--- src/rtl/fbal_pkg.sv ---
package fbal_pkg;

  localparam logic [31:0] SIG_FAT     = 32'hCAFE_BABE;
  localparam logic [31:0] SIG_FAT_INV = 32'hBEBA_FECA;
  localparam logic [31:0] SIG_EFI_FAT = 32'h0EF1_FAB9;

  localparam int unsigned QUEUE_DEPTH = 4;
  localparam int unsigned QUEUE_AW    = 2;

  localparam int unsigned CFG_IDX_W = 2;
  localparam logic [CFG_IDX_W-1:0] REG_BUFFER_BYTES = 2'd0;
  localparam logic [CFG_IDX_W-1:0] REG_IMAGE_BYTES  = 2'd1;
  localparam logic [CFG_IDX_W-1:0] REG_WANTED_CPU   = 2'd2;

  localparam logic [1:0] ST_OK       = 2'd0;
  localparam logic [1:0] ST_INVALID  = 2'd1;
  localparam logic [1:0] ST_NOTFOUND = 2'd2;

  localparam int unsigned OUT_DATA_W = 72;

  typedef enum logic [1:0] {
    PH_SIG,
    PH_COUNT,
    PH_ENTRY,
    PH_DONE
  } phase_t;

  typedef struct packed {
    logic [31:0] raw;
    logic [31:0] swapped;
    logic        sig_fat;
    logic        sig_inv;
    logic        last;
  } item_t;

  typedef struct packed {
    logic [31:0] buffer_bytes;
    logic [31:0] image_bytes;
    logic [31:0] wanted_cpu;
  } cfg_t;

  typedef struct packed {
    logic [1:0]  status;
    logic [31:0] slice_offset;
    logic [31:0] slice_size;
  } res_t;

endpackage

--- src/rtl/fbal_front.sv ---
module fbal_front (
  input  logic                clk,
  input  logic                rst_n,
  input  logic                in_tvalid,
  output logic                in_tready,
  input  logic [31:0]         in_tdata,
  input  logic                in_tlast,
  output logic                q_valid,
  input  logic                q_ready,
  output fbal_pkg::item_t     q_item
);

  logic            valid_r;
  fbal_pkg::item_t item_r;
  fbal_pkg::item_t item_nxt;

  assign in_tready = !valid_r || q_ready;
  assign q_valid   = valid_r;
  assign q_item    = item_r;

  always_comb begin
    item_nxt.raw     = in_tdata;
    item_nxt.swapped = {in_tdata[7:0], in_tdata[15:8], in_tdata[23:16], in_tdata[31:24]};
    item_nxt.sig_inv = (in_tdata == fbal_pkg::SIG_FAT_INV);
    item_nxt.sig_fat = (in_tdata == fbal_pkg::SIG_FAT) || (in_tdata == fbal_pkg::SIG_FAT_INV) ||
                       (in_tdata == fbal_pkg::SIG_EFI_FAT);
    item_nxt.last    = in_tlast;
  end

  always_ff @(posedge clk) begin
    if (!rst_n) begin
      valid_r <= 1'b0;
    end else if (in_tready) begin
      valid_r <= in_tvalid;
    end
  end

  always_ff @(posedge clk) begin
    if (in_tvalid && in_tready) begin
      item_r <= item_nxt;
    end
  end

endmodule

--- src/rtl/fbal_queue.sv ---
module fbal_queue (
  input  logic            clk,
  input  logic            rst_n,
  input  logic            push_valid,
  output logic            push_ready,
  input  fbal_pkg::item_t push_item,
  output logic            pop_valid,
  input  logic            pop_ready,
  output fbal_pkg::item_t pop_item
);

  fbal_pkg::item_t                   mem_r [fbal_pkg::QUEUE_DEPTH];
  logic [fbal_pkg::QUEUE_AW-1:0]     wr_ptr_r;
  logic [fbal_pkg::QUEUE_AW-1:0]     rd_ptr_r;
  logic [fbal_pkg::QUEUE_AW:0]       count_r;
  logic                              push;
  logic                              pop;

  assign push_ready = (count_r != (fbal_pkg::QUEUE_AW + 1)'(fbal_pkg::QUEUE_DEPTH));
  assign pop_valid  = (count_r != '0);
  assign push       = push_valid && push_ready;
  assign pop        = pop_valid && pop_ready;
  assign pop_item   = mem_r[rd_ptr_r];

  always_ff @(posedge clk) begin
    if (!rst_n) begin
      wr_ptr_r <= '0;
      rd_ptr_r <= '0;
      count_r  <= '0;
    end else begin
      if (push) begin
        wr_ptr_r <= wr_ptr_r + 1'b1;
      end
      if (pop) begin
        rd_ptr_r <= rd_ptr_r + 1'b1;
      end
      if (push && !pop) begin
        count_r <= count_r + 1'b1;
      end else if (pop && !push) begin
        count_r <= count_r - 1'b1;
      end
    end
  end

  always_ff @(posedge clk) begin
    if (push) begin
      mem_r[wr_ptr_r] <= push_item;
    end
  end

endmodule

--- src/rtl/fbal_back.sv ---
module fbal_back #(
  parameter int unsigned ENTRY_WORDS = 5
) (
  input  logic            clk,
  input  logic            rst_n,
  input  fbal_pkg::cfg_t  cfg,
  input  logic            q_valid,
  output logic            q_ready,
  input  fbal_pkg::item_t q_item,
  output logic            res_valid,
  input  logic            res_ready,
  output fbal_pkg::res_t  res
);

  localparam int unsigned ENTRY_BYTES = ENTRY_WORDS * 4;
  localparam int unsigned NEED_W      = 32 + $clog2(ENTRY_BYTES) + 1;
  localparam int unsigned FP_W        = $clog2(ENTRY_WORDS);
  localparam logic [FP_W-1:0] FP_CPU    = FP_W'(0);
  localparam logic [FP_W-1:0] FP_OFFSET = FP_W'(2);
  localparam logic [FP_W-1:0] FP_SIZE   = FP_W'(3);
  localparam logic [FP_W-1:0] FP_END    = FP_W'(ENTRY_WORDS - 1);

  fbal_pkg::phase_t phase_r, phase_nxt;
  logic             swap_r, swap_nxt;
  logic [31:0]      entries_r, entries_nxt;
  logic [FP_W-1:0]  fpos_r, fpos_nxt;
  logic             matched_r, matched_nxt;
  logic [31:0]      held_r, held_nxt;
  logic             res_valid_r;
  fbal_pkg::res_t   res_r;

  logic             take;
  logic [31:0]      v;
  logic [NEED_W-1:0] need;
  logic [32:0]      slice_end;
  logic             emit;
  fbal_pkg::res_t   emit_res;

  assign take      = q_valid && (!res_valid_r || res_ready);
  assign q_ready   = take;
  assign res_valid = res_valid_r;
  assign res       = res_r;
  assign v         = swap_r ? q_item.swapped : q_item.raw;
  assign need      = NEED_W'(v) * NEED_W'(ENTRY_BYTES) + NEED_W'(8);
  assign slice_end = {1'b0, held_r} + {1'b0, v};

  always_comb begin
    emit     = 1'b0;
    emit_res = '{status: fbal_pkg::ST_INVALID, slice_offset: 32'd0, slice_size: 32'd0};
    unique case (phase_r)
      fbal_pkg::PH_SIG: begin
        if (cfg.buffer_bytes < 32'd8) begin
          emit = 1'b1;
        end else if (!q_item.sig_fat) begin
          emit = 1'b1;
          emit_res.status     = fbal_pkg::ST_OK;
          emit_res.slice_size = cfg.image_bytes;
        end
      end
      fbal_pkg::PH_COUNT: begin
        if ((|need[NEED_W-1:32]) || (need[31:0] > cfg.buffer_bytes)) begin
          emit = 1'b1;
        end else if (v == 32'd0) begin
          emit = 1'b1;
          emit_res.status = fbal_pkg::ST_NOTFOUND;
        end
      end
      fbal_pkg::PH_ENTRY: begin
        if (fpos_r == FP_SIZE && matched_r) begin
          emit = 1'b1;
          if (held_r != 32'd0 && !slice_end[32] && slice_end[31:0] <= cfg.image_bytes) begin
            emit_res.status       = fbal_pkg::ST_OK;
            emit_res.slice_offset = held_r;
            emit_res.slice_size   = v;
          end
        end else if (fpos_r == FP_END && entries_r == 32'd1) begin
          emit = 1'b1;
          emit_res.status = fbal_pkg::ST_NOTFOUND;
        end
      end
      fbal_pkg::PH_DONE: begin
        emit = 1'b0;
      end
      default: begin
        emit = 1'b0;
      end
    endcase
    if (q_item.last && phase_r != fbal_pkg::PH_DONE && !emit) begin
      emit = 1'b1;
    end
  end

  always_comb begin
    phase_nxt   = phase_r;
    swap_nxt    = swap_r;
    entries_nxt = entries_r;
    fpos_nxt    = fpos_r;
    matched_nxt = matched_r;
    held_nxt    = held_r;
    if (take) begin
      if (q_item.last) begin
        phase_nxt   = fbal_pkg::PH_SIG;
        swap_nxt    = 1'b0;
        fpos_nxt    = '0;
        matched_nxt = 1'b0;
      end else if (emit) begin
        phase_nxt = fbal_pkg::PH_DONE;
      end else begin
        unique case (phase_r)
          fbal_pkg::PH_SIG: begin
            swap_nxt  = q_item.sig_inv;
            phase_nxt = fbal_pkg::PH_COUNT;
          end
          fbal_pkg::PH_COUNT: begin
            entries_nxt = v;
            fpos_nxt    = '0;
            matched_nxt = 1'b0;
            phase_nxt   = fbal_pkg::PH_ENTRY;
          end
          fbal_pkg::PH_ENTRY: begin
            if (fpos_r == FP_CPU) begin
              matched_nxt = (v == cfg.wanted_cpu);
            end else if (fpos_r == FP_OFFSET && matched_r) begin
              held_nxt = v;
            end
            if (fpos_r == FP_END) begin
              fpos_nxt    = '0;
              entries_nxt = entries_r - 32'd1;
            end else begin
              fpos_nxt = fpos_r + 1'b1;
            end
          end
          fbal_pkg::PH_DONE: begin
            phase_nxt = fbal_pkg::PH_DONE;
          end
          default: begin
            phase_nxt = fbal_pkg::PH_SIG;
          end
        endcase
      end
    end
  end

  always_ff @(posedge clk) begin
    if (!rst_n) begin
      phase_r     <= fbal_pkg::PH_SIG;
      swap_r      <= 1'b0;
      fpos_r      <= '0;
      matched_r   <= 1'b0;
      res_valid_r <= 1'b0;
    end else begin
      phase_r   <= phase_nxt;
      swap_r    <= swap_nxt;
      fpos_r    <= fpos_nxt;
      matched_r <= matched_nxt;
      if (take && emit) begin
        res_valid_r <= 1'b1;
      end else if (res_ready) begin
        res_valid_r <= 1'b0;
      end
    end
  end

  always_ff @(posedge clk) begin
    entries_r <= entries_nxt;
    held_r    <= held_nxt;
    if (take && emit) begin
      res_r <= emit_res;
    end
  end

endmodule

--- src/rtl/fat_binary_arch_locator_core.sv ---
// Fat-binary slice locator. Header words enter one per clock on the in_ stream; each image
// (a run of words closed by tlast) yields exactly one registered result on the out_ stream; the
// deciding word goes via the front register and the queue. The block sustains one word per cycle:
// the front stage and a four-entry queue keep taking words while a result waits for out_tready,
// and input stalls only once that queue is full. Configuration registers are written through the
// cfg_ channel, which is always ready, and should only change while no image is in flight.
module fat_binary_arch_locator_core #(
  parameter int unsigned ENTRY_WORDS = 5
) (
  input  logic                              clk,
  input  logic                              rst_n,
  input  logic                              in_tvalid,
  output logic                              in_tready,
  input  logic [31:0]                       in_tdata,   // word
  input  logic                              in_tlast,
  output logic                              out_tvalid,
  input  logic                              out_tready,
  output logic [fbal_pkg::OUT_DATA_W-1:0]   out_tdata,  // status, slice_offset, slice_size
  input  logic                              cfg_valid,
  output logic                              cfg_ready,
  input  logic [fbal_pkg::CFG_IDX_W-1:0]    cfg_index,
  input  logic [31:0]                       cfg_data
);

  fbal_pkg::cfg_t  cfg_r;
  fbal_pkg::item_t f_item;
  fbal_pkg::item_t q_item;
  fbal_pkg::res_t  res;
  logic            f_valid;
  logic            f_ready;
  logic            q_valid;
  logic            q_ready;

  assign cfg_ready = 1'b1;

  always_ff @(posedge clk) begin
    if (!rst_n) begin
      cfg_r.buffer_bytes <= 32'd0;
      cfg_r.image_bytes  <= 32'd1;
      cfg_r.wanted_cpu   <= 32'd7;
    end else if (cfg_valid && cfg_ready) begin
      unique case (cfg_index)
        fbal_pkg::REG_BUFFER_BYTES: cfg_r.buffer_bytes <= cfg_data;
        fbal_pkg::REG_IMAGE_BYTES:  cfg_r.image_bytes  <= cfg_data;
        fbal_pkg::REG_WANTED_CPU:   cfg_r.wanted_cpu   <= cfg_data;
        default: begin
        end
      endcase
    end
  end

  fbal_front u_front (
    .clk       (clk),
    .rst_n     (rst_n),
    .in_tvalid (in_tvalid),
    .in_tready (in_tready),
    .in_tdata  (in_tdata),
    .in_tlast  (in_tlast),
    .q_valid   (f_valid),
    .q_ready   (f_ready),
    .q_item    (f_item)
  );

  fbal_queue u_queue (
    .clk        (clk),
    .rst_n      (rst_n),
    .push_valid (f_valid),
    .push_ready (f_ready),
    .push_item  (f_item),
    .pop_valid  (q_valid),
    .pop_ready  (q_ready),
    .pop_item   (q_item)
  );

  fbal_back #(
    .ENTRY_WORDS (ENTRY_WORDS)
  ) u_back (
    .clk       (clk),
    .rst_n     (rst_n),
    .cfg       (cfg_r),
    .q_valid   (q_valid),
    .q_ready   (q_ready),
    .q_item    (q_item),
    .res_valid (out_tvalid),
    .res_ready (out_tready),
    .res       (res)
  );

  assign out_tdata = {6'd0, res.slice_size, res.slice_offset, res.status};

endmodule

--- config.mk ---
export PLATFORM = sky130hd
export DESIGN_NAME = fat_binary_arch_locator_core
export DESIGN_NICKNAME = d
export VERILOG_FILES = /design/src/rtl/fbal_pkg.sv /design/src/rtl/fbal_front.sv /design/src/rtl/fbal_queue.sv /design/src/rtl/fbal_back.sv /design/src/rtl/fat_binary_arch_locator_core.sv
export SDC_FILE = /design/constraint.sdc
export NUM_CORES = 1
export LEC_CHECK = 0
export BUFFER_PORTS_ARGS = -buffer_cell sky130_fd_sc_hd__buf_2
export CORE_UTILIZATION = 55
export DETAILED_ROUTE_END_ITERATION = 12
export PLACE_DENSITY_LB_ADDON = 0.2
export SLEW_MARGIN = 15
export SYNTH_ARGS = -nofsm -noshare
export SYNTH_HDL_FRONTEND = slang
export SYNTH_SLANG_ARGS = --single-unit
--- constraint.sdc ---
create_clock -name clk -period 25.5 [get_ports clk]
set_input_delay 3.825 -clock clk [delete_from_list [all_inputs] [get_ports clk]]
set_output_delay 3.825 -clock clk [all_outputs]
set_load 0.1 [all_outputs]
==> results of run 1 <==
-- per-stage QoR --
stage,worst slack (ns),cell area [um^2],std cells,hold WS (ns)
final,15.78,26500,2943,0.474
after global routing,15.20,26500,2942,0.487
after CTS,15.87,26500,2940,0.471
after detailed placement,15.88,24900,2859,0.458
after global placement,16.16,24900,2859,0.449
after floorplan,15.77,23600,2239,0.439
-- sequential cells by signal, indices dropped and copies added, names as in the netlist, 3 cells and up, named ones only --
signal / flops
u_queue.mem_r: 140
u_back.held_r: 32
u_back.entries_r: 32
u_queue.count_r: 3
u_front.q_item: 35
cfg_r: 96
u_back.fpos_r: 3
u_back.res: 66
-- metal layers --
metal | track usage | vias to the layer above | routed length, um
met2 | 0.489 | 698 | 30900
met4 | 0.135 | 0 | 3020
met3 | 0.0556 | 145 | 5300
li1 | - | 8461 | -
met5 | 0 | - | 0
met1 | 0.413 | 8691 | 27900
-- Yosys cell counts, drive strengths merged (33+ instances only) --
cell    instances
mux4           34
buf            33
a21oi         109
clkbuf         60
xnor2          69
dfxtp         114
xor2           56
o21ai          51
nor4           39
edfxtp        305
inv           103
nor3           44
and3           41
a21boi        100
a21o           46
nand2         374
nand4          35
ha            171
nor2          123
-- logic make-up (layout without fill, tap and decap cells) --
logic type / count (synthesis) / count (layout) / synth area share
AOI/OAI and AO/OA: 479 / 479 / 0.143
xor gates and xnor gates: 125 / 125 / 0.0464
adders and majority gates: 174 / 174 / 0.0932
buffers and inverters: 197 / 361 / 0.0337
DFF: 419 / 419 / 0.485
muxes: 44 / 44 / 0.0369
other: 2 / 8 / 0.000318
and+or+nand+nor: 794 / 794 / 0.162
-- worst min-delay path by stage --
stage	slack (ns)	depth (start not counted)	end
global placement	0.45	2	cfg_r[64]
CTS	0.47	2	cfg_r[64]
finish	0.47	2	cfg_r[8]
floorplan	0.44	2	cfg_r[65]
global route	0.49	2	cfg_r[26]
detailed placement	0.46	2	cfg_r[64]
-- worst register-to-register path, delay by kind of cell (launching register included) --
family                     cells  cell delay, ns
AOI/OAI and AO/OA              7            1.99
xor gates and xnor gates       2            0.58
adders and majority gates      4            1.27
buffers and inverters          4            1.35
DFF                            1            0.32
muxes                          2            1.14
and+or+nand+nor               12            2.71
-- cell type report --
cell class	instances	area, um^2	area share
multi-input cells	1623	11400	0.432
diodes	1	2.50	0.0000944
repair buffers	176	1000	0.0378
inverters	104	390	0.0147
flip-flops and latches	419	11400	0.432
clock inverters	25	365	0.0138
well taps	539	674	0.0255
clock buffers	56	1180	0.0444
==> impl_metrics.ini, run 1 <==
[yosys]
synth_edf_count = 305
synth_area_leaders = edfxtp_1 (39%), dfxtp_1 (9.7%), ha_1 (9.1%)
ys_seq_area_frac = 0.485
synth_top_area_frac = 0.388
syn_area_per_cell_um2 = 10.6
synth.distinct_cells = 97
ys_seq_elements = 419
yosysTopAreaCell = edfxtp_1
synth_cells = 2234
synth.cell_area_mm2 = 0.0236
yosysWarnings = 0
ys.flop_type = edfxtp_1
synthArstFlopShare = 0

[clock_tree]
cts_buffers = 44
clkSinkCount = 419
ctsHoldBuffers = 0
htree_levels = 2
cts_resized = 0
post_cts_buffers = 0
clockBufferDepth = 3
root_buffer = clkbuf_16
clock_latency_ns = 0.59
cts_tree = yes
clkTransAtPathRegs_ns = 0.06

[floorplanning]
dieArea_mm2 = 0.0438
initial_utilization = 0.560
std_cell_rows = 75
chipWidth_um = 209
core_mm2 = 0.0421
die_h_um = 209
pin_count = 147

[critical_path]
cpLargestDelayFamily = simple AND/OR/NAND/NOR gates
cpMaxStageDelayCell = mux4_2
arrival_ns = 9.94
worst-path-stages = 31
slowest_delay_ns = 0.61
cp_num_buf_inv = 4
critPathLaunchType = flip-flop
crit_top_cell = ha_1
r2r.worst_path.cells = 31
worstSetupEndpointType = flip-flop
worstPathRequired_ns = 25.72
cp_max_fo = 37
reg2reg_slack_ns = 15.78
timing.critical_path.to = u_back.held_r[12]
rr_endpoint = u_back.held_r[12]
crit_type = flip-flop to flip-flop

[routing]
postRouteAntennaNets = 0
wl_mm = 67.1
routedWlPerCell_um = 22.8
drc_errors = 0
first_pass_iters = 5
vias_per_cell = 6.11
num_vias = 18000
drt_iter0_drc = 1493

[timing]
maxSlewViolCount = 0
max_freq_mhz = 103
hold_viol = 0
fin_crit_sh = 0.381
worst_pin_slew_ns = 1.04
maxSlewHeadroom = 0.307
fin_skew_ns = 0.0254
tns_ns = 0
rsz0062_at_grt = false
final-setup-viol-count = 0
period_needed_ns = 9.72

[final_layout]
final_common_cell = nand2_1
syn2layout_area_growth_pct = 12.2
final_layout_size_suffix_gt1_frac = 0.134
nets = 2614
fin_util = 0.629
fillCellCount = 3384
final_cell_mix = nand2_1 (373), edfxtp_1 (305), ha_1 (170)

[grt]
grt_pass1_wl_mm = 102
antenna_found_initial = 0
grt_overflow = 0
grtUsageTotal = 0.308
grt_max_degree = 117
grt_pass1_vias = 17300

[flow_run]
max_cap_viol_count = 0

[place]
hpwlAfterDp_mm = 49.2
io_buffers = 139
gp_congestion = 0.941

[status]
run_status = complete, no violations

[worst_hold_path]
hold_start = cfg_r[8]
min_path_type = flip-flop to flip-flop
Power of run 1 is not shown: default switching activity piles up to over one toggle a cycle in this logic, so the estimate is an artifact.
==> run 2, diff against run 1 <==
==> constraint.sdc (replaced) <==
create_clock -name clk -period 10.2 [get_ports clk]
set_input_delay 1.53 -clock clk [delete_from_list [all_inputs] [get_ports clk]]
set_output_delay 1.53 -clock clk [all_outputs]
set_load 0.1 [all_outputs]
==> run 2 against run 1 <==
Final cell count rose by 0.14%. Via count rose by 0.33%. Sequential share of layout area barely moved. Wire length fell by 1.4%. Highest routed layer is now met5. Fmax rose by 5.2%. Count of clock-buffer cells in the layout fell by 3.
==> impl_metrics.ini, run 2 (synthesized netlist as in run 1, its figures left out) <==
[timing]
rsz0062_at_grt = false
maxSlewHeadroom = 0.277
hold_viol = 0
fin_skew_ns = 0.0188
tns_ns = 0
max_freq_mhz = 108
period_needed_ns = 9.24
finalWorstSetupSlack_ns = 0.958
worst_pin_slew_ns = 1.08
maxSlewViolCount = 0
final-setup-viol-count = 0
whs_ns = 0.465
fin_crit_sh = 0.906

[routing]
routedWlPerCell_um = 22.5
vias_per_cell = 6.13
drc_errors = 0
first_pass_iters = 8
wl_mm = 66.2
drt_iter0_drc = 1632
postRouteAntennaNets = 0
num_vias = 18100

[critical_path]
worstPathRequired_ns = 10.43
r2r.worst_path.cells = 29
critPathLaunchType = flip-flop
slowest_delay_ns = 0.80
cp_max_fo = 32
crit_type = flip-flop to flip-flop
worstSetupEndpointType = flip-flop
cpMaxStageDelayCell = dfxtp_2
arrival_ns = 9.47
crit_top_cell = ha_1

[place]
place_ws_ns = 0.949
hpwlAfterDp_mm = 49.1
gp_congestion = 0.975
io_buffers = 139

[grt]
grtUsageTotal = 0.304
grt_overflow = 0
antenna_found_initial = 1
grt_max_degree = 118
grt_pass1_wl_mm = 101
grt_pass1_vias = 17400

[floorplanning]
die_h_um = 209
pin_count = 147
dieArea_mm2 = 0.0438
std_cell_rows = 75
chipWidth_um = 209
core_mm2 = 0.0421
initial_utilization = 0.560

[clock_tree]
clkSinkCount = 419
root_buffer = clkbuf_16
clockBufferDepth = 3
cts_resized = 0
clkTransAtPathRegs_ns = 0.06
cts_tree = yes
post_cts_buffers = 0
cts_buffers = 43
htree_levels = 2
ctsHoldBuffers = 0
clock_latency_ns = 0.59

[final_layout]
syn2layout_area_growth_pct = 12.3
n_antenna_cell = 0
largest_reg_flops = 140
final_common_cell = nand2_1
final_layout_size_suffix_gt1_frac = 0.136
fin_util = 0.629
regMostFlops = u_queue.mem_r
final_cell_mix = nand2_1 (373), edfxtp_1 (305), ha_1 (170)
fillCellCount = 3369
nets = 2621

[worst_hold_path]
hold_start = cfg_r[64]
min_path_type = flip-flop to flip-flop
whs_path_depth = 2

[flow_run]
max_cap_viol_count = 0

[status]
run_status = complete, no violations
## run 2: cell count changes in the layout (fill, tap and decap cells not counted), sizes merged
cell,before,now
buf,176,184
bufinv,8,7
clkbuf,56,53
clkinv,16,15
diode,1,0
inv,104,106
## run 2: critical path: cells and delay by family, from the launching register on
family | cells | cell delay, ns
compound gates | 11 | 2.80
fa+ha+maj | 4 | 1.17
flops | 1 | 0.80
simple gates | 7 | 1.77
xor+xnor | 2 | 0.54
buf+inv | 3 | 0.60
mux | 2 | 1.15
## run 2: layout make-up
cell class / count / area [um^2] / area share
sequential: 419 / 11400 / 0.432
inverter: 104 / 390 / 0.0147
clock inverter: 25 / 367 / 0.0138
multi-input combinational: 1623 / 11400 / 0.432
clock buffer: 53 / 1130 / 0.0428
timing repair buffer: 184 / 1050 / 0.0397
tap: 539 / 674 / 0.0254
## run 2: path summary, 6_finish.rpt
kind	endpoint	slack (ns)
max	u_back.held_r[0]	0.96
min	cfg_r[64]	0.46
max reg2reg	u_back.held_r[0]	0.96
min reg2reg	cfg_r[64]	0.46
## run 2: per-stage QoR
| step | cell area (um^2) | cells |
|---|---|---|
| 2_1_floorplan | 23600 | 2239 |
| 3_3_place_gp | 25000 | 2868 |
| 3_5_place_dp | 25000 | 2868 |
| 4_1_cts | 26500 | 2946 |
| 5_1_grt | 26500 | 2947 |
| 6_report | 26500 | 2947 |
## run 2: layer usage
metal	part of all wire	track usage
met5	0.00018	0
met4	0.045	0.131
met3	0.079	0.0547
met2	0.46	0.487
met1	0.42	0.406
Power of run 2 is left out for the same reason.
